--- config.mk ---
export PLATFORM = sky130hd
export DESIGN_NAME = adsl_lane
export DESIGN_NICKNAME = d
export VERILOG_FILES = /design/src/rtl/core/adsl_pkg.sv /design/src/rtl/core/adsl_lane.sv
export SDC_FILE = /design/constraint.sdc
export NUM_CORES = 1
export LEC_CHECK = 0
export BUFFER_PORTS_ARGS = -buffer_cell sky130_fd_sc_hd__buf_4
export CAP_MARGIN = 5
export CORE_UTILIZATION = 59
export DETAILED_ROUTE_END_ITERATION = 12
export PLACE_DENSITY = 0.85
export SLEW_MARGIN = 20
export SYNTH_ARGS = -nofsm -noshare
export SYNTH_HDL_FRONTEND = slang
export SYNTH_SLANG_ARGS = --single-unit
export TNS_END_PERCENT = 1
--- constraint.sdc ---
create_clock -name vclk -period 9.9
set_clock_uncertainty 0.1 [all_clocks]
set_input_delay 0.99 -clock vclk [all_inputs]
set_output_delay 0.99 -clock vclk [all_outputs]
set_load 0.01 [all_outputs]
--- src/rtl/core/adsl_pkg.sv ---
// Shared types, constants and helpers for the accel/decel slew limiter.
// No dependencies; imported by every module of the block.
`default_nettype none

package adsl_pkg;

    localparam int SPEED_W = 15;
    localparam int RATE_W  = 14;
    localparam int MS_W    = 7;
    localparam int ELAP_W  = 16;
    localparam int PROD_W  = RATE_W + MS_W;
    localparam int STEP_W  = 18;
    localparam int ADDR_W  = 4;

    localparam logic signed [SPEED_W-1:0] SPEED_MAX     = 15'sd10000;
    localparam logic signed [SPEED_W-1:0] SPEED_MIN     = -15'sd10000;
    localparam logic        [SPEED_W-2:0] NEAR_ZERO_REV = 14'd500;
    localparam logic        [ELAP_W-1:0]  LONG_STEP_MS  = 16'd100;

    localparam logic [RATE_W-1:0] ACCEL_RESET = 14'd800;
    localparam logic [RATE_W-1:0] DECEL_RESET = 14'd1200;
    localparam logic [MS_W-1:0]   STEP_RESET  = 7'd20;

    // floor(x/10) == (x * DIV10_MUL) >> DIV10_SHIFT for x < 2^22
    localparam int              DIV10_SHIFT = 23;
    localparam logic [19:0]     DIV10_MUL   = 20'd838861;
    localparam int              QFULL_W     = PROD_W + 20;

    typedef enum logic [1:0] {
        REG_ACCEL = 2'd0,
        REG_DECEL = 2'd1,
        REG_STEP  = 2'd2
    } reg_idx_t;

    typedef struct packed {
        logic en1;
        logic en2;
    } ctrl_t;

    typedef struct packed {
        logic signed [SPEED_W-1:0] tl;
        logic signed [SPEED_W-1:0] tr;
        logic                      hold;
        logic [STEP_W-1:0]         step_a;
        logic [STEP_W-1:0]         step_d;
    } step_word_t;

    function automatic logic signed [SPEED_W-1:0] clamp_speed(
        input logic signed [SPEED_W-1:0] v
    );
        logic signed [SPEED_W-1:0] r;
        begin
            if (v > SPEED_MAX) begin
                r = SPEED_MAX;
            end else if (v < SPEED_MIN) begin
                r = SPEED_MIN;
            end else begin
                r = v;
            end
            return r;
        end
    endfunction

endpackage

`default_nettype wire

--- src/rtl/core/adsl_lane.sv ---
// One side of the limiter: picks accel or decel step and moves last toward target.
// Combinational; depends on adsl_pkg.
`default_nettype none

module adsl_lane import adsl_pkg::*; (
    input  wire logic signed [SPEED_W-1:0] target,
    input  wire logic signed [SPEED_W-1:0] last,
    input  wire logic                      hold,
    input  wire logic [STEP_W-1:0]         step_a,
    input  wire logic [STEP_W-1:0]         step_d,
    output logic signed [SPEED_W-1:0]      next
);

    logic signed [SPEED_W:0]   delta;
    logic [SPEED_W-1:0]        mag_d;
    logic [SPEED_W-2:0]        mag_t, mag_l;
    logic                      accel;
    logic [STEP_W-1:0]         step;
    logic                      move;

    always_comb begin
        delta = {target[SPEED_W-1], target} - {last[SPEED_W-1], last};
        mag_d = delta[SPEED_W] ? SPEED_W'(-delta) : delta[SPEED_W-1:0];
        mag_t = target[SPEED_W-1] ? (SPEED_W-1)'(-target) : target[SPEED_W-2:0];
        mag_l = last[SPEED_W-1] ? (SPEED_W-1)'(-last) : last[SPEED_W-2:0];

        if (last == '0) begin
            accel = 1'b1;
        end else if (target == '0) begin
            accel = 1'b0;
        end else if ((last > 0) == (target > 0)) begin
            accel = (mag_t > mag_l);
        end else begin
            accel = (mag_l < NEAR_ZERO_REV);
        end

        step = accel ? step_a : step_d;
        move = ({{(STEP_W-SPEED_W){1'b0}}, mag_d} > step);

        if (hold) begin
            next = last;
        end else if (!move) begin
            next = target;
        end else if (!delta[SPEED_W]) begin
            next = last + $signed(step[SPEED_W-1:0]);
        end else begin
            next = last - $signed(step[SPEED_W-1:0]);
        end
    end

endmodule

`default_nettype wire

==> out/metrics.yaml <==
global_route:
  grt.total_usage_pct: 36.9
  grt_pass1_vias: 4323
  antenna_found_initial: 0
  grt_pass1_wl_um: 20900
  grt_max_degree: 34
  grt_overflow: 0
floorplanning:
  coreArea_sq_um: 6390
  die_h_um: 83.4
  dieWidth_um: 83.4
  ios: 82
  start_util_pct: 61.2
  num_rows: 29
  die_area_sq_um: 6960
worst_setup_path:
  worst-setup-path-type: "primary input to output pin"
  path_delay_family: "compound AO/OA/AOI/OAI gates"
  crit_path_start: "last[1]"
  crit_path_start_kind: "primary input"
  worst_ep_required_time_ns: 8.81
  critical_path.max_stage_delay_ns: 0.74
  path_max_fanout: 29
  crit_arrival_ns: 8.34
  worst-path-buf-inv: 4
  slowest_stage: "a2111o_1"
  end_kind: "output pin"
timing:
  hold_viol_final: 0
  setup_tns_ns: 0
  rsz0062_at_grt: "no"
  worstMarginPinSlew_ns: 1.05
  slew_headroom_pct: 29.8
  fmax_mhz: 106
  drv_slew: 0
  final.period_utilization_pct: 95.2
  fin_crit_ns: 9.43
  setup_viol: 0
power:
  sw_frac_of_total_pct: 54.9
  switching_power_mw: 0.251
  total_power_mw: 0.456
  p_comb_share_pct: 100.0
  power_density_nw_per_um2: 100
  p_int_mw: 0.206
  clock_power_share_pct: 0
  p_leak_nw: 2.13
  irDropWorstVdd_v: 0.0000866
  seqPwrFrac_pct: 0
run_status:
  status: "complete, no violations"
logic_synthesis:
  syn_inst: 542
  ys_seq_area_share_pct: 0
  yosys.area.top_type_share_pct: 18.6
  syn_area_sq_um: 3910
  synthXorXnorAreaFrac_pct: 17.3
  syn_nets: 669
  synth_compound_area_share_pct: 26.8
  yosys.area.top_type: "ha_1"
  yosys_warnings: 0
  ys_top_cells_by_area: "ha_1, xnor2_1, mux2i_1"
  synth_fa_ha_area_share_pct: 19.6
  synth_top_family_by_area: "compound AO/OA/AOI/OAI gates"
  ys_types: 66
  synthSimpleGateAreaFrac_pct: 22.9
  synth_area_per_cell_sq_um: 7.21
  synth_mux_area_share_pct: 8.26
route:
  wl_met1_um: 5700
  vias_per_cell: 6.55
  ant_nets: 0
  wl_met3_um: 873
  drt-initial-drc-count: 254
  drc: 0
  detail_route.wl_per_cell_um: 19.0
  firstDrtPassIters: 5
  routed-wl-met2_um: 6120
  dr.max_layer_used: "met4"
  vias: 4485
  drt_wl_total_um: 13000
worst_hold_path:
  min-delay-start: "last[12]"
  worstHoldPathType: "primary input to output pin"
placed_design:
  io_buffers: 82
  dpl.hpwl_um: 10900
  globalplace.congestion: 0.990
cts:
  postCtsSetupRepairBufs: 0
  hold_buffers: 0
  post_cts_resized: 0
layout:
  fill_cells: 553
  seq_cells: 0
  areaGrowthSynthToFinish_pct: 16.2
  num_antenna_cells: 0
  layout_common_cells: "buf_4, xnor2_1, ha_1, nand2_1, mux2i_1"
  clockBufferCount: 0
  seqCellArea_sq_um: 0
  nets: 737
  layout.cells.most_common: "buf_4"
  drive_above_1_share_pct: 16.3
job:
  drv_cap: 0
[layout make-up]
cell class,count,area [sq um],area share [%]
Inverter,29,109,2.40
Multi-Input combinational cell,496,3710,81.8
Tap cell,77,96.3,2.12
Timing Repair Buffer,83,623,13.7
[kinds of logic after synthesis]
| group | after synthesis |
|---|---|
| xor+xnor | 75 |
| simple gates | 178 |
| compound gates | 151 |
| mux | 32 |
| fa+ha+maj | 60 |
| buf+inv | 46 |
[power by group through the flow]
stage | sequential, mW | combinational [mW] | clock (mW)
finish | 0 | 0.456 | 0
global route | 0 | 0.501 | 0
CTS | 0 | 0.450 | 0
detailed placement | 0 | 0.447 | 0
global placement | 0 | 0.434 | 0
floorplan | 0 | 0.328 | 0
[worst min-delay path, delay by kind of cell]
| kind | cells | cell delay (ns) |
|---|---|---|
| buffers and inverters | 2 | 0.23 |
| AOI/OAI and AO/OA | 1 | 0.07 |
| and+or+nand+nor | 1 | 0.05 |
[Yosys cell counts (all sizes together), types with 6 or more instances]
cell type  count
buf            6
nor3          17
nand2         55
nor2b         11
or3            7
a21o          16
nand4          7
o31ai         10
nand2b         8
o41ai          7
ha            58
o311ai         6
mux2i         30
a21oi         28
nor4           7
nand3         13
a211oi         7
nor2          29
xnor2         65
xor2           9
o21ai         33
inv           29
clkbuf        11
or4            6
[per-stage QoR]
stage | cell area, sq um | hold slack [ns] | instances | util (%) | setup WS [ns]
global placement | 4540 | 2.22 | 685 | 71.1 | 1.03
floorplan | 3910 | 2.00 | 542 | - | 2.00
finish | 4540 | 2.24 | 685 | 71.1 | 0.475
detailed placement | 4540 | 2.23 | 685 | 71.1 | 0.778
CTS | 4540 | 2.23 | 685 | 71.1 | 0.734
global route | 4540 | 2.27 | 685 | 71.1 | 0.127
[per-layer routing]
layer	track usage [%]	vias to the layer above
li1	-	2162
met3	2.09	26
met1	48.8	2097
met2	64.5	200
met5	0	-
met4	10.7	0
[path summary, 6_finish.rpt]
kind  endpoint  cells after the start
max    next[6]                     27
min   next[12]                      4
Power figures use the tool's default switching activity.
