--- src/rtl/core/adsl_pkg.sv ---
// Shared types, constants and helpers for the accel/decel slew limiter.
// No dependencies; imported by every module of the block.
`default_nettype none

package adsl_pkg;

    localparam int SPEED_W = 15;
    localparam int RATE_W  = 14;
    localparam int MS_W    = 7;
    localparam int ELAP_W  = 16;
    localparam int PROD_W  = RATE_W + MS_W;
    localparam int STEP_W  = 18;
    localparam int ADDR_W  = 4;

    localparam logic signed [SPEED_W-1:0] SPEED_MAX     = 15'sd10000;
    localparam logic signed [SPEED_W-1:0] SPEED_MIN     = -15'sd10000;
    localparam logic        [SPEED_W-2:0] NEAR_ZERO_REV = 14'd500;
    localparam logic        [ELAP_W-1:0]  LONG_STEP_MS  = 16'd100;

    localparam logic [RATE_W-1:0] ACCEL_RESET = 14'd800;
    localparam logic [RATE_W-1:0] DECEL_RESET = 14'd1200;
    localparam logic [MS_W-1:0]   STEP_RESET  = 7'd20;

    // floor(x/10) == (x * DIV10_MUL) >> DIV10_SHIFT for x < 2^22
    localparam int              DIV10_SHIFT = 23;
    localparam logic [19:0]     DIV10_MUL   = 20'd838861;
    localparam int              QFULL_W     = PROD_W + 20;

    typedef enum logic [1:0] {
        REG_ACCEL = 2'd0,
        REG_DECEL = 2'd1,
        REG_STEP  = 2'd2
    } reg_idx_t;

    typedef struct packed {
        logic en1;
        logic en2;
    } ctrl_t;

    typedef struct packed {
        logic signed [SPEED_W-1:0] tl;
        logic signed [SPEED_W-1:0] tr;
        logic                      hold;
        logic [STEP_W-1:0]         step_a;
        logic [STEP_W-1:0]         step_d;
    } step_word_t;

    function automatic logic signed [SPEED_W-1:0] clamp_speed(
        input logic signed [SPEED_W-1:0] v
    );
        logic signed [SPEED_W-1:0] r;
        begin
            if (v > SPEED_MAX) begin
                r = SPEED_MAX;
            end else if (v < SPEED_MIN) begin
                r = SPEED_MIN;
            end else begin
                r = v;
            end
            return r;
        end
    endfunction

endpackage

`default_nettype wire

--- src/rtl/core/adsl_step_gen.sv ---
// Shared step generator: clamps targets, forms rate*ms products, divides by 10.
// Two register stages; depends on adsl_pkg.
`default_nettype none

module adsl_step_gen import adsl_pkg::*; (
    input  wire logic                      aclk,
    input  wire ctrl_t                     ctrl,
    input  wire logic signed [SPEED_W-1:0] target_left,
    input  wire logic signed [SPEED_W-1:0] target_right,
    input  wire logic [ELAP_W-1:0]         elapsed_ms,
    input  wire logic [RATE_W-1:0]         accel_rate,
    input  wire logic [RATE_W-1:0]         decel_rate,
    input  wire logic [MS_W-1:0]           default_ms,
    output step_word_t                     stg_out
);

    logic signed [SPEED_W-1:0] tl1_reg, tr1_reg;
    logic                      hold1_reg;
    logic [PROD_W-1:0]         prod_a1_reg, prod_d1_reg;
    logic [MS_W-1:0]           ms_eff;
    logic [PROD_W-1:0]         prod_a_next, prod_d_next;
    logic [QFULL_W-1:0]        qa_full, qd_full;
    step_word_t                stg_reg, stg_next;

    always_comb begin
        ms_eff = (elapsed_ms > LONG_STEP_MS) ? default_ms : elapsed_ms[MS_W-1:0];
        prod_a_next = {{MS_W{1'b0}}, accel_rate} * {{RATE_W{1'b0}}, ms_eff};
        prod_d_next = {{MS_W{1'b0}}, decel_rate} * {{RATE_W{1'b0}}, ms_eff};
    end

    always_ff @(posedge aclk) begin
        if (ctrl.en1) begin
            tl1_reg     <= clamp_speed(target_left);
            tr1_reg     <= clamp_speed(target_right);
            hold1_reg   <= (elapsed_ms == '0);
            prod_a1_reg <= prod_a_next;
            prod_d1_reg <= prod_d_next;
        end
    end

    always_comb begin
        qa_full = {20'b0, prod_a1_reg} * {{PROD_W{1'b0}}, DIV10_MUL};
        qd_full = {20'b0, prod_d1_reg} * {{PROD_W{1'b0}}, DIV10_MUL};
        stg_next.tl     = tl1_reg;
        stg_next.tr     = tr1_reg;
        stg_next.hold   = hold1_reg;
        stg_next.step_a = qa_full[DIV10_SHIFT +: STEP_W];
        stg_next.step_d = qd_full[DIV10_SHIFT +: STEP_W];
    end

    always_ff @(posedge aclk) begin
        if (ctrl.en2) begin
            stg_reg <= stg_next;
        end
    end

    assign stg_out = stg_reg;

endmodule

`default_nettype wire

--- config.mk ---
export PLATFORM = sky130hd
export DESIGN_NAME = adsl_step_gen
export DESIGN_NICKNAME = d
export VERILOG_FILES = /design/src/rtl/core/adsl_pkg.sv /design/src/rtl/core/adsl_step_gen.sv
export SDC_FILE = /design/constraint.sdc
export NUM_CORES = 1
export LEC_CHECK = 0
export BUFFER_PORTS_ARGS = -buffer_cell sky130_fd_sc_hd__buf_4
export CAP_MARGIN = 0
export CORE_MARGIN = 2
export CORE_UTILIZATION = 45
export CTS_CLUSTER_DIAMETER = 60
export CTS_CLUSTER_SIZE = 8
export DETAILED_ROUTE_END_ITERATION = 8
export GPL_TIMING_DRIVEN = 0
export PLACE_DENSITY = 0.73
export SLEW_MARGIN = 5
export SYNTH_ARGS = -nofsm -noshare
export SYNTH_HDL_FRONTEND = slang
export SYNTH_SLANG_ARGS = --single-unit
--- constraint.sdc ---
create_clock -name aclk -period 6.6 [get_ports aclk]
set_input_delay 0.33 -clock aclk [delete_from_list [all_inputs] [get_ports aclk]]
set_output_delay 0.33 -clock aclk [all_outputs]
set_load 0.005 [all_outputs]
==> results.yml <==
outcome:
  outcome: "finished, final reports clean"
timing:
  min_period_over_period_pct: 96.67
  period_needed_ns: 6.380
  finClkSkew_ns: 0.01816
  setup_viol: 0
  fmax_mhz: 156.7
  slew_viol_final: 0
  finalHoldViolations: 0
  tightest_slew_ns: 0.9642
  fin_ws_ns: 0.2200
  max_slew_margin_pct: 35.72
  whs_ns: 0.1273
setup_path:
  start_kind: "register"
  worst_path_max_delay_cell: "edfxtp_1"
  crit_top_cell: "fa_1"
  crit_required_ns: 6.83
  cpPeakStageDelay_ns: 0.57
  rr_startpoint: "prod_d1_reg[14]"
  worst-path-max-fanout: 5
  critical_path_class: "reg2reg"
  arrival_ns: 6.61
  cp-endpoint: "stg_out[16]"
  path_cells: "ha_1, ha_1, inv_1, fa_1, inv_1, fa_1, inv_1, fa_1, inv_1, fa_1, fa_1, ha_1, a21oi_1, o21ai_0, nor3_1, a21oi_2, a311oi_4, o21ba_2, o21bai_1, xor2_1"
  rrSetupSlack_ns: 0.22
  reg2regPathDepth: 20
  r2r-end: "stg_out[16]"
  end_kind: "register"
  crit_start: "prod_d1_reg[14]"
grt:
  globalRouteTotalUtil_pct: 19.70
  grt_overflow: 0
  grt_pass1_vias: 18540
  grt_pass1_wl_um: 93380
  grt_max_degree: 74
  antenna_found_initial: 1
die:
  initial_core_util_pct: 45.62
  rows: 87
  design.core.area_um2: 56500
  die_area_um2: 59200
  die_y_um: 243.3
  die_x_um: 243.3
  io_pins: 151
yosys:
  synth_top_flop_cell: "edfxtp_1"
  syn_area_um2: 25770
  yosysSeqAreaShare_pct: 16.31
  yosysTopAreaCellShare_pct: 32.16
  postSynthAreaPerCell_um2: 10.47
  synth-edff-count: 140
  synthTopCellsByArea: "fa_1, ha_1, edfxtp_1"
  syn_inst: 2461
  synth-seq-cells: 140
  ys_async_sr_fraction_pct: 0
  synth_warnings: 0
  syn_nets: 3449
  synth_cell_type_count: 64
  synth_area_leader_cell: "fa_1"
final_layout:
  layout_commonest_cell: "inv_1"
  final_cells: 3414
  drive_gt1_share_pct: 9.146
  layout_common_cells: "inv_1, ha_1, fa_1, buf_4, edfxtp_1"
  fin_area_um2: 28660
  largest_reg_flops: 67
  fin_nets: 3632
  syn_to_final_growth_pct: 11.20
cts:
  cts_max_path_buffers: 2
  clk_pin_slew_ns: 0.08
  cts_made_buffers: 17
  cts_root_buffer: "clkbuf_16"
  cts_sinks: 140
  ctsHoldBuffers: 0
  cts_tree: "yes"
  clk_latency_ns: 0.48
  h-tree-depth: 4
min_path:
  hold_path_class: "in2reg"
  hold_depth: 2
detailed_routing:
  wl_per_cell_um: 16.31
  first_pass_iters: 5
  num_vias: 17170
  ant_nets: 0
  drc_errors: 0
  drt_iter0_markers: 787
  wirelength_um: 55670
  via_per_inst: 5.028
placement:
  port_buffers: 150
  place_ws_ns: -0.5243
  place_hpwl_um: 47960
  place_area_um2: 27840
  gp_congestion: 0.9542
  dp.cells: 3367
flow_run:
  max_cap_violations: 0
worst min-delay path by stage:
| stage | startpoint | end | slack [ns] |
|---|---|---|---|
| 6_report | target_right[4] | tr1_reg[4] | 0.13 |
| 5_1_grt | target_right[4] | tr1_reg[4] | 0.11 |
| 4_1_cts | target_right[4] | tr1_reg[4] | 0.09 |
| 3_5_place_dp | tr1_reg[13] | stg_out[50] | 0.40 |
| 3_3_place_gp | tr1_reg[6] | stg_out[43] | 0.40 |
| 2_1_floorplan | hold1_reg | stg_out[36] | 0.40 |
metrics by stage:
step                util, %  TNS [ns]
floorplan                 -         0
global route          50.72  -0.03148
finish                50.72         0
global placement      49.28    -2.415
CTS                   50.42         0
detailed placement    49.28    -3.673
worst max-delay path, delay by kind of cell (launching register included):
| kind | cells | cell delay [ns] |
|---|---|---|
| DFF | 1 | 0.57 |
| buffers and inverters | 4 | 0.22 |
| xor gates and xnor gates | 1 | 0.09 |
| AOI/OAI and AO/OA | 6 | 1.51 |
| adders and majority gates | 8 | 3.60 |
| and+or+nand+nor | 1 | 0.14 |
cells in the mapped netlist (all sizes together) (6+ instances only):
| cell type | n |
|---|---|
| nand2b | 17 |
| nor3 | 15 |
| clkbuf | 13 |
| o41ai | 6 |
| o31ai | 6 |
| xor2 | 24 |
| nand4 | 18 |
| o21a | 17 |
| nor2b | 62 |
| xnor2 | 49 |
| a211oi | 10 |
| or3 | 8 |
| o211ai | 7 |
| nand3 | 17 |
| edfxtp | 140 |
| o21bai | 9 |
| nor2 | 39 |
| inv | 695 |
| and3 | 8 |
| ha | 490 |
| buf | 7 |
| a21oi | 66 |
| o21ai | 39 |
| and2 | 110 |
| a21o | 29 |
| nand2 | 79 |
| fa | 414 |
cell families after synthesis:
group	after synthesis	synth area share [%]
adders and majority gates	904	55.95
xor gates and xnor gates	73	2.481
buffers and inverters	715	10.44
muxes	6	0.2525
DFF	140	16.31
AOI/OAI and AO/OA	234	6.346
and+or+nand+nor	389	8.215
per-layer routing:
layer	vias up	track usage [%]	wire length, um
met5	-	0	0
met3	71	2.280	2257
li1	8169	-	-
met2	393	33.04	27150
met1	8534	26.91	25110
met4	0	5.738	1154
repair_timing:
| item | in CTS | in global routing |
|---|---|---|
| pin swaps | 1 | 0 |
| resized for setup | 4 | 21 |
| endpoints found under the setup margin | 11 | 27 |
| buffers inserted | 0 | 14 |
cell type report:
cell class	count	area, um^2
buffer	20	87.58
inverter	695	2609
sequential	140	4204
antenna	1	2.502
multi-input combinational	1606	18950
tap	756	945.9
timing repair buffer	164	1231
fill	4963	27840
clock buffer	17	425.4
clock inverter	15	196.4
Power is not shown: default switching activity piles up to over one toggle a cycle in this logic, so the estimate is an artifact.
